## src/fuls_pkg.sv

```systemverilog
`timescale 1ns / 1ps
// Package for the first-unique-letter stream unit.
// Holds the word types, the field widths and the control/status structs; no dependencies.
package fuls_pkg;

  // Width of a letter index on the ports.
  localparam int LETTER_W = 5;

  // Count codes held per letter.
  localparam logic [1:0] CNT_ONCE = 2'd1;
  localparam logic [1:0] CNT_MANY = 2'd2;

  // Input word: start flag and letter index.
  typedef struct packed {
    logic                start_new;
    logic [LETTER_W-1:0] letter;
  } in_word_t;

  // Result word: found flag and earliest unique letter.
  typedef struct packed {
    logic                found;
    logic [LETTER_W-1:0] unique_letter;
  } out_word_t;

  // Commands from the controller to the datapath.
  typedef struct packed {
    logic load;      // capture the input word, clear on start
    logic update;    // update count and arrival queue
    logic ord_rd;    // read the queue entry at the head
    logic cnt_rd;    // read the count of the head letter
    logic head_inc;  // skip the head entry
    logic push;      // load the result register
  } cmd_t;

  // Status from the datapath to the controller.
  typedef struct packed {
    logic queue_nonempty;
    logic head_repeat;
    logic out_free;
  } sts_t;

endpackage

```

## src/fuls_ram.sv

```systemverilog
`timescale 1ns / 1ps
// Generic simple dual-port RAM with one write port and a registered read port.
// Depends on nothing.
module fuls_ram #(
  parameter int WIDTH = 8,
  parameter int DEPTH = 32
) (
  input  logic                     clk,
  input  logic                     we,
  input  logic [$clog2(DEPTH)-1:0] waddr,
  input  logic [WIDTH-1:0]         wdata,
  input  logic                     re,
  input  logic [$clog2(DEPTH)-1:0] raddr,
  output logic [WIDTH-1:0]         rdata
);

  logic [WIDTH-1:0] mem [DEPTH];
  logic [WIDTH-1:0] rdata_r;

  // Write port and registered read port.
  always_ff @(posedge clk) begin
    if (we) begin
      mem[waddr] <= wdata;
    end
    if (re) begin
      rdata_r <= mem[raddr];
    end
  end

  assign rdata = rdata_r;

endmodule

```

## src/fuls_dp.sv

```systemverilog
`timescale 1ns / 1ps
// Datapath of the first-unique-letter stream unit: count and arrival memories,
// head and tail pointers, and the result register. Depends on fuls_pkg and fuls_ram.
module fuls_dp
  import fuls_pkg::*;
#(
  parameter int ALPHABET_SIZE = 26
) (
  input  logic      clk,
  input  logic      rst_n,
  input  cmd_t      cmd,
  output sts_t      sts,
  input  in_word_t  in_data,
  input  logic      out_ready,
  output logic      out_valid,
  output out_word_t out_data
);

  localparam int IDX_W = $clog2(ALPHABET_SIZE);
  localparam int PTR_W = $clog2(ALPHABET_SIZE + 1);

  in_word_t            word_r;
  logic [PTR_W-1:0]    tail_r, tail_nxt;
  logic [PTR_W-1:0]    head_r, head_nxt;
  logic [ALPHABET_SIZE-1:0] seen_r, seen_nxt;
  logic                out_valid_r, out_valid_nxt;
  out_word_t           out_data_r, out_data_nxt;

  logic [IDX_W-1:0]    letter_idx;
  logic [IDX_W-1:0]    head_idx;
  logic [IDX_W-1:0]    cnt_raddr;
  logic                in_range;
  logic                first_time;
  logic                cnt_we;
  logic [1:0]          cnt_wdata;
  logic [1:0]          cnt_q;
  logic                ord_we;
  logic [LETTER_W-1:0] ord_q;
  logic [IDX_W-1:0]    ord_idx;

  assign letter_idx = IDX_W'(word_r.letter);
  assign head_idx   = head_r[IDX_W-1:0];
  assign ord_idx    = IDX_W'(ord_q);
  assign in_range   = 32'(word_r.letter) < 32'(ALPHABET_SIZE);
  // A letter that has no seen bit has a count of zero.
  assign first_time = in_range && !seen_r[letter_idx];

  // Count reads go at the incoming letter, or at the letter under the head.
  assign cnt_raddr = cmd.load ? IDX_W'(in_data.letter) : ord_idx;
  assign cnt_we    = cmd.update && in_range;
  assign cnt_wdata = first_time ? CNT_ONCE : CNT_MANY;
  assign ord_we    = cmd.update && first_time && (32'(tail_r) < 32'(ALPHABET_SIZE));

  fuls_ram #(
    .WIDTH (2),
    .DEPTH (ALPHABET_SIZE)
  ) u_cnt_ram (
    .clk   (clk),
    .we    (cnt_we),
    .waddr (letter_idx),
    .wdata (cnt_wdata),
    .re    (cmd.load || cmd.cnt_rd),
    .raddr (cnt_raddr),
    .rdata (cnt_q)
  );

  fuls_ram #(
    .WIDTH (LETTER_W),
    .DEPTH (ALPHABET_SIZE)
  ) u_ord_ram (
    .clk   (clk),
    .we    (ord_we),
    .waddr (tail_r[IDX_W-1:0]),
    .wdata (word_r.letter),
    .re    (cmd.ord_rd),
    .raddr (head_idx),
    .rdata (ord_q)
  );

  // Pointer, seen-bit and result register updates.
  always_comb begin
    tail_nxt      = tail_r;
    head_nxt      = head_r;
    seen_nxt      = seen_r;
    out_valid_nxt = out_valid_r;
    out_data_nxt  = out_data_r;
    if (cmd.load && in_data.start_new) begin
      tail_nxt = '0;
      head_nxt = '0;
      seen_nxt = '0;
    end
    if (cmd.update && in_range) begin
      seen_nxt[letter_idx] = 1'b1;
    end
    if (ord_we) begin
      tail_nxt = tail_r + PTR_W'(1);
    end
    if (cmd.head_inc) begin
      head_nxt = head_r + PTR_W'(1);
    end
    if (out_valid_r && out_ready) begin
      out_valid_nxt = 1'b0;
    end
    if (cmd.push) begin
      out_valid_nxt              = 1'b1;
      out_data_nxt.found         = sts.queue_nonempty;
      out_data_nxt.unique_letter = sts.queue_nonempty ? ord_q : '0;
    end
  end

  always_ff @(posedge clk) begin
    if (!rst_n) begin
      tail_r      <= '0;
      head_r      <= '0;
      seen_r      <= '0;
      out_valid_r <= 1'b0;
    end else begin
      tail_r      <= tail_nxt;
      head_r      <= head_nxt;
      seen_r      <= seen_nxt;
      out_valid_r <= out_valid_nxt;
    end
  end

  // Payload registers.
  always_ff @(posedge clk) begin
    if (cmd.load) begin
      word_r <= in_data;
    end
    out_data_r <= out_data_nxt;
  end

  // Status back to the controller.
  assign sts.queue_nonempty = head_r < tail_r;
  assign sts.head_repeat    = seen_r[ord_idx] && cnt_q[1];
  assign sts.out_free       = !out_valid_r || out_ready;

  assign out_valid = out_valid_r;
  assign out_data  = out_data_r;

endmodule

```

## src/fuls_ctrl.sv

```systemverilog
`timescale 1ns / 1ps
// Controller of the first-unique-letter stream unit: sequences the update and the head scan.
// Depends on fuls_pkg.
module fuls_ctrl
  import fuls_pkg::*;
(
  input  logic clk,
  input  logic rst_n,
  input  logic in_valid,
  output logic in_ready,
  input  sts_t sts,
  output cmd_t cmd
);

  typedef enum logic [2:0] {
    S_IDLE,
    S_UPD,
    S_SCAN,
    S_ORD_WAIT,
    S_CNT_WAIT,
    S_DONE
  } state_t;

  state_t state_r, state_nxt;

  // Next state and commands.
  always_comb begin
    state_nxt = state_r;
    cmd       = '0;
    in_ready  = 1'b0;
    case (state_r)
      S_IDLE: begin
        in_ready = 1'b1;
        if (in_valid) begin
          cmd.load  = 1'b1;
          state_nxt = S_UPD;
        end
      end
      S_UPD: begin
        cmd.update = 1'b1;
        state_nxt  = S_SCAN;
      end
      S_SCAN: begin
        if (sts.queue_nonempty) begin
          cmd.ord_rd = 1'b1;
          state_nxt  = S_ORD_WAIT;
        end else begin
          state_nxt = S_DONE;
        end
      end
      S_ORD_WAIT: begin
        cmd.cnt_rd = 1'b1;
        state_nxt  = S_CNT_WAIT;
      end
      S_CNT_WAIT: begin
        // A repeated letter at the head can never qualify again.
        if (sts.head_repeat) begin
          cmd.head_inc = 1'b1;
          state_nxt    = S_SCAN;
        end else begin
          state_nxt = S_DONE;
        end
      end
      S_DONE: begin
        if (sts.out_free) begin
          cmd.push  = 1'b1;
          state_nxt = S_IDLE;
        end
      end
      default: begin
        state_nxt = S_IDLE;
      end
    endcase
  end

  always_ff @(posedge clk) begin
    if (!rst_n) begin
      state_r <= S_IDLE;
    end else begin
      state_r <= state_nxt;
    end
  end

endmodule

```

## src/first_unique_letter_stream_unit.sv

```systemverilog
`timescale 1ns / 1ps
// Top level of the first-unique-letter stream unit. Depends on fuls_pkg, fuls_ctrl, fuls_dp.
//
// Each input word carries a letter index and a start flag that empties the current sequence
// before the letter is taken. For every word the unit returns one result word: the earliest
// letter of the sequence seen exactly once so far, or found low with a letter of zero. Letters
// at or above ALPHABET_SIZE are ignored but still produce a result. An accepted word passes
// through S_UPD and S_SCAN; when the arrival queue is not empty, S_ORD_WAIT and S_CNT_WAIT
// read the head entry and its count, and S_DONE loads the result register once it is free.
// Every repeated letter skipped at the head adds another pass through S_SCAN, S_ORD_WAIT and
// S_CNT_WAIT. The skip loop runs through the single read port of the arrival memory and then
// the count memory. The next word is taken in S_IDLE, after the result is loaded. Skips never
// exceed ALPHABET_SIZE over a whole sequence. The result register lets a new word be accepted
// while the previous result waits to be taken. No clearing pass is needed after reset.
module first_unique_letter_stream_unit
  import fuls_pkg::*;
#(
  parameter int ALPHABET_SIZE = 26
) (
  input  logic      clk,
  input  logic      rst_n,
  input  logic      in_valid,
  output logic      in_ready,
  input  in_word_t  in_data,
  output logic      out_valid,
  input  logic      out_ready,
  output out_word_t out_data
);

  cmd_t cmd;
  sts_t sts;

  // Sequencer.
  fuls_ctrl u_ctrl (
    .clk      (clk),
    .rst_n    (rst_n),
    .in_valid (in_valid),
    .in_ready (in_ready),
    .sts      (sts),
    .cmd      (cmd)
  );

  // Storage and result register.
  fuls_dp #(
    .ALPHABET_SIZE (ALPHABET_SIZE)
  ) u_dp (
    .clk       (clk),
    .rst_n     (rst_n),
    .cmd       (cmd),
    .sts       (sts),
    .in_data   (in_data),
    .out_ready (out_ready),
    .out_valid (out_valid),
    .out_data  (out_data)
  );

endmodule

```

## config.mk

```make
export PLATFORM = sky130hd
export DESIGN_NAME = first_unique_letter_stream_unit
export DESIGN_NICKNAME = d
export VERILOG_FILES = /design/src/fuls_pkg.sv /design/src/fuls_ram.sv /design/src/fuls_dp.sv /design/src/fuls_ctrl.sv /design/src/first_unique_letter_stream_unit.sv
export SDC_FILE = /design/constraint.sdc
export NUM_CORES = 1
export LEC_CHECK = 0
export ABC_AREA = 1
export BUFFER_PORTS_ARGS = -buffer_cell sky130_fd_sc_hd__clkbuf_2
export CAP_MARGIN = 20
export CELL_PAD_IN_SITES_DETAIL_PLACEMENT = 1
export CELL_PAD_IN_SITES_GLOBAL_PLACEMENT = 1
export CORE_UTILIZATION = 56
export CTS_BUF_LIST = sky130_fd_sc_hd__clkbuf_4 sky130_fd_sc_hd__clkbuf_8
export DETAILED_ROUTE_END_ITERATION = 8
export GPL_TIMING_DRIVEN = 0
export PLACE_DENSITY_LB_ADDON = 0.1
export SETUP_SLACK_MARGIN = 0.1
export SLEW_MARGIN = 20
export SYNTH_ARGS = -nofsm -noshare
export SYNTH_HDL_FRONTEND = slang
export SYNTH_SLANG_ARGS = --single-unit
```

## constraint.sdc

```tcl
create_clock -name clk -period 4.6 [get_ports clk]
set_input_delay 0.46 -clock clk [delete_from_list [all_inputs] [get_ports clk]]
set_output_delay 0.46 -clock clk [all_outputs]
set_load 0.005 [all_outputs]
```

# [After elaboration in Yosys (flattened, before gate mapping)]
# Memory sizes are Yosys's and may differ from the RTL's. A register that Yosys moved wholly into a read port is not among the register bits.
# Index checks and enable logic that the tools add are counted.
[word_totals] n_memories=2 rom_bits=0 in_bits=10 out_inout_bits=8 word_cells=78 ram_bits=182 register_bits=51 latch_bits=0
[memory_table] memory="u_dp.u_ord_ram.mem" words=26 word_bits=5 read_ports=1 rd_clocked_by_memory_dff=1 write_ports=1 line="fuls_ram.sv:17" text="logic [WIDTH-1:0] mem [DEPTH];"
[memory_table] memory="u_dp.u_cnt_ram.mem" words=26 word_bits=2 read_ports=1 rd_clocked_by_memory_dff=1 write_ports=1 line="fuls_ram.sv:17"
[op_classes] shifts=0 n_reduce_logical=17 multipliers=0 bitwise_logic=1 addsub=2 div=0 n_mux=35 order_cmp=6 n_eq_ne=7
[op_table] operator="two-way mux 26 bit" count=2
[op_table] operator="OR 26 bit" count=1
[op_table] operator="two-way mux 1 bit" count=20
[op_table] operator="two-way mux 5 bit" count=4
[op_table] operator="one-hot mux 3 bit (6 select lines)" count=1
[op_table] operator="less-than comparator 5 x 6 -> 1 bit (second input constant)" count=2
[op_table] operator="two-way mux 3 bit" count=4
[op_table] operator="adder 5 x 1 -> 5 bit (second input constant)" count=2
[op_table] operator="binary-select mux 1 bit (select 5 bit)" count=2
[op_table] operator="less-than comparator 5 bit (second input constant)" count=2
[op_table] operator="logical AND 1 bit" count=8
[op_table] operator="equality test 3 x 2 -> 1 bit (second input constant)" count=2
[op_table] operator="equality test 3 bit (second input constant)" count=2
[op_table] operator="nonzero test 2 bit" count=3
[op_table] operator="demux 1 bit (select 5 bit)" count=1
[op_table] operator="greater-or-equal comparator 5 x 1 -> 1 bit (second input constant)" count=1
[op_table] operator="less-than comparator 5 bit" count=1
[op_table] operator="!= test 2 bit (second input constant)" count=2
[op_table] operator="equality test 3 x 1 -> 1 bit (second input constant)" count=1
[op_table] operator="zero test 3 bit" count=1
[op_table] operator="zero test 1 bit" count=2
[op_table] operator="logical OR 1 bit" count=2
[op_table] operator="two-way mux 2 bit" count=1
[op_table] operator="AND reduction 2 bit" count=1

# [Longest topological paths before layout]
# Gate-level depths: netlist of the first run.
[logic_depth] word_depth=8 mapped_depth=14 mapped_depth_nobuf=13

# [By module]
# From an unflattened synthesis of the first run, not the netlist that was laid out.
[hier_totals] hier_cells=1166 hier_area_um2=10949.3
[modules_own_cells] module="fuls_ram (u_dp.u_ord_ram)" seq_area_each_um2=4053.9 area_per_inst_um2=5713.0 cells_each=516 n_inst=1
[modules_own_cells] module="fuls_dp" seq_area_each_um2=1071.0 area_per_inst_um2=2582.5 cells_each=377 n_inst=1
[modules_own_cells] module="fuls_ram (u_dp.u_cnt_ram)" seq_area_each_um2=1621.6 area_per_inst_um2=2434.8 cells_each=232 n_inst=1
[modules_own_cells] module="fuls_ctrl" seq_area_each_um2=60.1 area_per_inst_um2=219.0 cells_each=41 n_inst=1

# [Least setup slack after synthesis of the first run]
# No wires, ideal clock.
[synth_timing] kind="reg-to-reg" startpoint="reg u_dp.word_r (netlist bit u_dp.letter_idx[1])" endpoint="mem u_dp.u_ord_ram.mem[24][0] (netlist bit) (enable)" required_ps=4260 path_stages_with_launch=11 setup_time_ps=340 path_buffers=0 setup_slack_ps=2261 period_less_slack_ps=2339 t_arrival_ps=2000 cell_sequence="edfxtp_1 inv_1 nand2_1 o22ai_1 o21bai_1 nand2_1 nor2_2 nand3_4 inv_4 nand2_2 nor2_1"
[synth_via] elab_chain_cells=8 word_cells_on_any_way=9 cone_classes="order compare (1); mux (4); reduce/logical (4)"
[synth_lines] element="start: declaration" line="fuls_dp.sv:22" text="in_word_t word_r;"
[synth_lines] element="start signal: assignment" line="fuls_dp.sv:128" text="word_r <= in_data;"
[synth_lines] element="binary-select mux 1 bit (select 5 bit)" line="fuls_dp.sv:46" text="assign first_time = in_range && !seen_r[letter_idx];"
[synth_lines] element="two-way mux 1 bit (implied by the code)" line="fuls_dp.sv:46"
[synth_lines] element="zero test 1 bit" line="fuls_dp.sv:46"
[synth_lines] element="logical AND 1 bit (*)" line="fuls_dp.sv:46"
[synth_lines] element="logical AND 1 bit (*) (2 in a row)" line="fuls_dp.sv:52" text="assign ord_we = cmd.update && first_time && (32'(tail_r) < 32'(ALPHABET_SIZE));"
[synth_lines] element="two-way mux 1 bit (*)" line="fuls_ram.sv:22" text="if (we) begin"
[synth_lines] element="two-way mux 1 bit (implied by the code) (*)" line="fuls_ram.sv:23" text="mem[waddr] <= wdata;"
[synth_lines] element="end: declaration" line="fuls_ram.sv:17"
# Every way passes the cells marked *; elsewhere a longest branch is shown, timed or not. The select of a mux whose other input is x is not followed.

# [Worst setup path in the final report of the first run]
[layout_timing] startpoint="reg u_dp.word_r (netlist bit u_dp.letter_idx[1])" endpoint="mem u_dp.u_ord_ram.mem[0][4] (netlist bit) (enable)"
# The elaborated chain is that of the path after synthesis.

==> impl_metrics.csv, run 1 <==
group,metric,value,unit
final_layout,fin_util,65.2,%
hold_path,worstHoldPathCells,1,
detailed_routing,wl_met2,13.6,mm
detailed_routing,met3WireLength,3.03,mm
worst_setup_path,worst_setup_path_end_kind,"register",
status,status,"completed",
worst_setup_path,r2r_slack,1.36,ns
sta,fin_crit,3.24,ns
worst_setup_path,cp-startpoint,"u_dp.letter_idx[1]",
clocking,cts.clk_slew.worst_paths,0.06,ns
detailed_routing,drc_errors,0,
logic_synthesis,synth_area,9400,um2
final_layout,final_common_cell,"edfxtp_1",
logic_synthesis,syn_inst,932,
sta,slew_headroom,44.3,%
global_route,grt_pass1_wl,44.0,mm
floorplanning,die_h,132,um
logic_synthesis,yosysWarnings,0,
place,portBuffers,17,
final_layout,area_growth,11.8,%
sta,rsz0062_at_grt,"false",
detailed_routing,postRouteAntennaNets,0,
logic_synthesis,async_flop_share,0,%
sta,slew_viol_final,0,
sta,fmaxAchievable,309,MHz
clocking,cts_root_buf,"clkbuf_8",
clocking,clk_latency,0.54,ns
power,p_leak,3.73,nW
power,ir_drop,341,uV
detailed_routing,vias_per_cell,6.17,
hold_path,hold_path_class,"input port to register",
detailed_routing,drt_wl_total,29.4,mm
logic_synthesis,synth_area_per_cell,10.1,um2
detailed_routing,detail_route.first_pass.iterations,5,
worst_setup_path,crit_path_end,"u_dp.u_ord_ram.mem[0][4]",
clocking,ctsResizeCount,0,
logic_synthesis,yosysSeqAreaShare,63.8,%
clocking,htree_levels,2,
sta,fin_crit_sh,70.3,%
clocking,clock_path_buffers,3,
power,pwr_density_cell,414,nW/um2
floorplanning,core,16100,um2
job,drv_cap,0,
sta,setup_viol,0,
sta,tightest_slew,0.833,ns
floorplanning,fp-row-count,46,
logic_synthesis,synth_edf_count,173,
logic_synthesis,synth_cell_types,36,
floorplanning,fp.dieArea,17300,um2
sta,tns,0,ns
floorplanning,io_pins,18,
global_route,grt_pass1_vias,7928,
detailed_routing,num_vias,7596,
detailed_routing,met1_length,11.8,mm
clocking,cts_buffers,35,
worst_setup_path,cp.required,4.76,ns
global_route,grt_max_degree,27,
worst_setup_path,cp-start-kind,"register",
global_route,antenna_found_initial,0,
worst_setup_path,critical_path.max_fanout,13,
global_route,grt_usage,34.2,%
floorplanning,die_x,132,um
final_layout,mostFrequentLayoutCells,"edfxtp_1 (173), nor2_1 (143), nand2_1 (138)",
detailed_routing,highest_layer,"met4",
worst_setup_path,path_class,"register to register",
worst_setup_path,r2r-end,"u_dp.u_ord_ram.mem[0][4]",
sta,clock_skew,0.0309,ns
final_layout,antennaDiodeCount,0,
detailed_routing,drtIter0Drc,688,
floorplanning,start_util,58.3,%
logic_synthesis,synth_ff_type,"edfxtp_1",
worst_setup_path,cp.arrival,3.39,ns
worst_setup_path,r2r_start,"u_dp.letter_idx[1]",
place,place_congestion,0.891,
sta,hold_violations,0,
final_layout,drive_above_1_share,10.7,%
clocking,cts.sinks,213,
logic_synthesis,ys_ff_latch,213,
global_route,grt-ovfl-total,0,
clocking,post_cts_buffers,0,
final_layout,nNetsFinal,1010,
clocking,cts_tree,"built",
worst_setup_path,reg2regPathDepth,10,
place,hpwl,20.4,mm
logic_synthesis,syn-num-nets,951,
clocking,ctsHoldBuffers,0,
detailed_routing,wl_per_cell,23.9,um
-- cell usage after synthesis, drive strengths merged (11+ instances only) --
master / count / share of area, %
o221ai: 19 / 1.8
o21ai: 84 / 4.6
nand3: 62 / 3.5
nand2: 143 / 5.8
o22ai: 19 / 1.3
inv: 106 / 4.3
clkbuf: 30 / 1.2
dfxtp: 40 / 8.5
edfxtp: 173 / 55
nor2: 146 / 5.9
o211ai: 11 / 0.88
a21oi: 44 / 2.5
-- layer usage --
layer | track usage, % | up-vias
met4 | 14.9 | 0
li1 | - | 3345
met5 | 0 | -
met2 | 53.9 | 406
met1 | 45.3 | 3754
met3 | 8.10 | 91
-- worst min-delay path by stage --
| stage | to | start |
|---|---|---|
| CTS | u_dp.letter_idx[4] | in_data[4] |
| finish | u_dp.letter_idx[4] | in_data[4] |
| global route | u_dp.letter_idx[4] | in_data[4] |
| detailed placement | u_dp.seen_r[15] | u_dp.seen_r[15] |
| floorplan | u_dp.seen_r[0] | u_dp.seen_r[0] |
| global placement | u_dp.seen_r[13] | u_dp.seen_r[13] |
-- state kept, by name, summed over array words and instances (netlist names), 5 cells and up --
register / flops
u_dp.seen_r: 26
u_dp.u_ord_ram.mem: 130
u_dp.letter_idx: 5
u_dp.out_data: 6
u_dp.u_ord_ram.rdata: 5
u_dp.tail_r: 5
u_dp.head_idx: 5
u_dp.u_cnt_ram.mem: 26
-- metrics by stage --
stage / cell area (um2) / total power, mW / cells / hold WS, ns / worst slack (ns)
3_3_place_gp: 9750 / 2.69 / 1165 / 0.457 / 1.11
6_report: 10500 / 4.35 / 1231 / 0.139 / 1.36
4_1_cts: 10500 / 4.34 / 1231 / 0.128 / 1.45
3_5_place_dp: 9830 / 2.73 / 1170 / 0.461 / 1.47
2_1_floorplan: 9400 / 2.52 / 932 / 0.445 / 2.26
5_1_grt: 10500 / 4.46 / 1231 / 0.131 / 1.28
-- cells by family after synthesis --
kind of cell	synth area share [%]
xor gates and xnor gates	0.559
AOI/OAI and AO/OA	12.0
adders and majority gates	1.20
and+or+nand+nor	16.2
DFF	63.8
buffers and inverters	6.26
-- critical path, stage by stage (launching register included) --
cell      delay (ns)
edfxtp_1        0.84
inv_1           0.21
nand2_1         0.30
o22ai_1         0.13
o21bai_1        0.18
nand2_1         0.09
nor2_2          0.18
nand3_4         0.14
inv_4           0.15
nand2_2         0.19
nor2_1          0.47
-- power by group --
| part | switching, mW | internal (mW) |
|---|---|---|
| registers | 0.0598 | 2.17 |
| clock network | 0.746 | 0.874 |
| logic | 0.373 | 0.125 |
| total | 1.18 | 3.17 |
-- area by class of cell --
| cell class | count | area, um2 |
|---|---|---|
| Multi-Input combinational cell | 570 | 2820 |
| Inverter | 109 | 412 |
| Buffer | 40 | 176 |
| Fill cell | 1751 | 5610 |
| Tap cell | 216 | 270 |
| Clock inverter | 10 | 47.5 |
| Sequential cell | 213 | 6000 |
| Timing Repair Buffer | 22 | 160 |
| Clock buffer | 51 | 627 |
No activity file was read; power rests on OpenSTA's default activity.
==> inputs of run 2 (changes only) <==
- CORE_UTILIZATION: 56 -> 52
- clock period: 4.6 -> 3.1 ns (I/O delays scaled with it)
==> run 2 against run 1 <==
Against the previous run:
- combinational power rose by 56%
- routed wire length fell by 1.5%
- clock skew fell by 0.0063 ns
- largest power group unchanged
==> impl_metrics.csv, run 2 (synthesis results as in run 1) <==
group,metric,value,unit
status,status,"completed",
clocking,cts_buffers,36,
worst_setup_path,cp-start-kind,"register",
sta,fin_crit_sh,95.6,%
detailed_routing,wl_per_cell,23.2,um
final_layout,regMostFlops,"u_dp.u_ord_ram.mem",
final_layout,nNetsFinal,1017,
clocking,cts_tree,"built",
clocking,htree_levels,2,
sta,hold_violations,0,
global_route,grt_max_degree,27,
worst_setup_path,cp.arrival,3.16,ns
final_layout,drive_above_1_share,13.8,%
global_route,grt-ovfl-total,0,
worst_setup_path,path_class,"register to register",
clocking,cts.clk_slew.worst_paths,0.06,ns
final_layout,area_growth,14.4,%
floorplanning,die_h,136,um
detailed_routing,drtIter0Drc,686,
hold_path,hold_path_class,"input port to register",
global_route,grt_usage,32.2,%
final_layout,final_common_cell,"edfxtp_1",
sta,tightest_slew,0.906,ns
floorplanning,die_x,136,um
floorplanning,core,17500,um2
clocking,cts_root_buf,"clkbuf_8",
final_layout,antennaDiodeCount,0,
sta,fmaxAchievable,338,MHz
clocking,clk_latency,0.54,ns
global_route,grt_pass1_vias,7831,
detailed_routing,met3WireLength,2.68,mm
place,dp.cells,1181,
final_layout,fin_cells,1249,
place,dpl_worst_slack,-0.0289,ns
place,place_congestion,0.919,
sta,worst_slack,0.138,ns
detailed_routing,num_vias,7533,
detailed_routing,drc_errors,0,
floorplanning,start_util,53.8,%
place,hpwl,20.3,mm
place,portBuffers,17,
power,power.total,6.54,mW
detailed_routing,vias_per_cell,6.03,
sta,rsz0062_at_grt,"true",
detailed_routing,met1_length,12.0,mm
worst_setup_path,worst_setup_path_end_kind,"register",
clocking,post_cts_buffers,0,
power,ir_drop,355,uV
sta,tns,0,ns
power,pwr_density_cell,608,nW/um2
clocking,cts.sinks,213,
clocking,clock_path_buffers,3,
power,p_leak,3.78,nW
sta,clock_skew,0.0246,ns
floorplanning,io_pins,18,
sta,fin_crit,2.96,ns
worst_setup_path,critical_path.max_fanout,14,
global_route,antenna_found_initial,0,
detailed_routing,detail_route.first_pass.iterations,6,
final_layout,largest_reg_flops,130,
job,drv_cap,0,
floorplanning,fp.dieArea,18600,um2
worst_setup_path,cp.required,3.30,ns
sta,setup_viol,0,
final_layout,fillers,1906,
global_route,grt_pass1_wl,43.3,mm
detailed_routing,drt_wl_total,28.9,mm
sta,slew_headroom,39.5,%
detailed_routing,postRouteAntennaNets,0,
sta,slew_viol_final,0,
final_layout,mostFrequentLayoutCells,"edfxtp_1 (173), nand2_1 (137), nor2_1 (117)",
final_layout,reg_top3,"u_dp.u_ord_ram.mem x130, u_dp.seen_r x26, u_dp.u_cnt_ram.mem x26",
floorplanning,fp-row-count,48,
detailed_routing,highest_layer,"met4",
detailed_routing,wl_met2,13.5,mm
run 2: changes by cell type in the layout (fill, tap and decap cells not counted), sizes merged:
cell,delta
clkinvlp,+1
clkbuf,+4
buf,+2
clkinv,-2
dlygate4sd3,+4
run 2: timing repair:
item / CTS / global route
setup endpoints to repair: 130 / 106
resized for setup: 27 / 10
hold buffers: 4 / 0
cloned: 0 / 0
hold endpoints to repair: 4 / 0
run 2: final timing paths:
check,cells after the start,to,slack (ns),from
worst min-delay path,1,u_dp.letter_idx[0],0.01,in_data[0]
worst min register to register,2,u_dp.seen_r[11],0.47,u_dp.seen_r[11]
worst max register to register,12,u_dp.u_ord_ram.mem[11][4],0.14,u_dp.letter_idx[1]
worst max-delay path,12,u_dp.u_ord_ram.mem[11][4],0.14,u_dp.letter_idx[1]
run 2: final cells by class:
cell class / count / area (um2) / share of cell area (%)
clock inverter: 9 / 45.0 / 0.419
inverter: 109 / 412 / 3.83
multi-input combinational: 570 / 2940 / 27.3
clock buffer: 55 / 663 / 6.17
tap: 225 / 282 / 2.62
sequential: 213 / 6000 / 55.8
buffer: 40 / 176 / 1.64
timing repair buffer: 28 / 243 / 2.26
run 2: stage by stage:
stage,hold WS (ns),util (%),cell area [um2]
finish,0.0116,61.5,10800
global route,0.00177,61.5,10800
CTS,0.00667,61.2,10700
detailed placement,0.465,56.5,9880
global placement,0.456,55.9,9760
floorplan,0.408,-,9400
run 2: metal layers:
metal  up-vias  GRT usage [%]
met2       380           50.8
met5         -              0
li1       3366              -
met4         0           10.8
met3        62           7.68
met1      3725           43.7
run 2: critical path, stage by stage, from the launching register on:
cell and delay, ns:
edfxtp_1 0.51, buf_8 0.21, buf_8 0.17, inv_1 0.10, nand2_2 0.18, o21ai_1 0.11, o21ai_1 0.20, nand3_1 0.12
nor2_2 0.17, nand3_4 0.14, inv_4 0.14, nand2_2 0.22, nor2_2 0.36
run 2: power breakdown:
group | total, mW | internal [mW] | switching [mW]
Clock | 2.48 | 1.36 | 1.12
Combinational | 0.777 | 0.203 | 0.574
Sequential | 3.28 | 3.22 | 0.0639
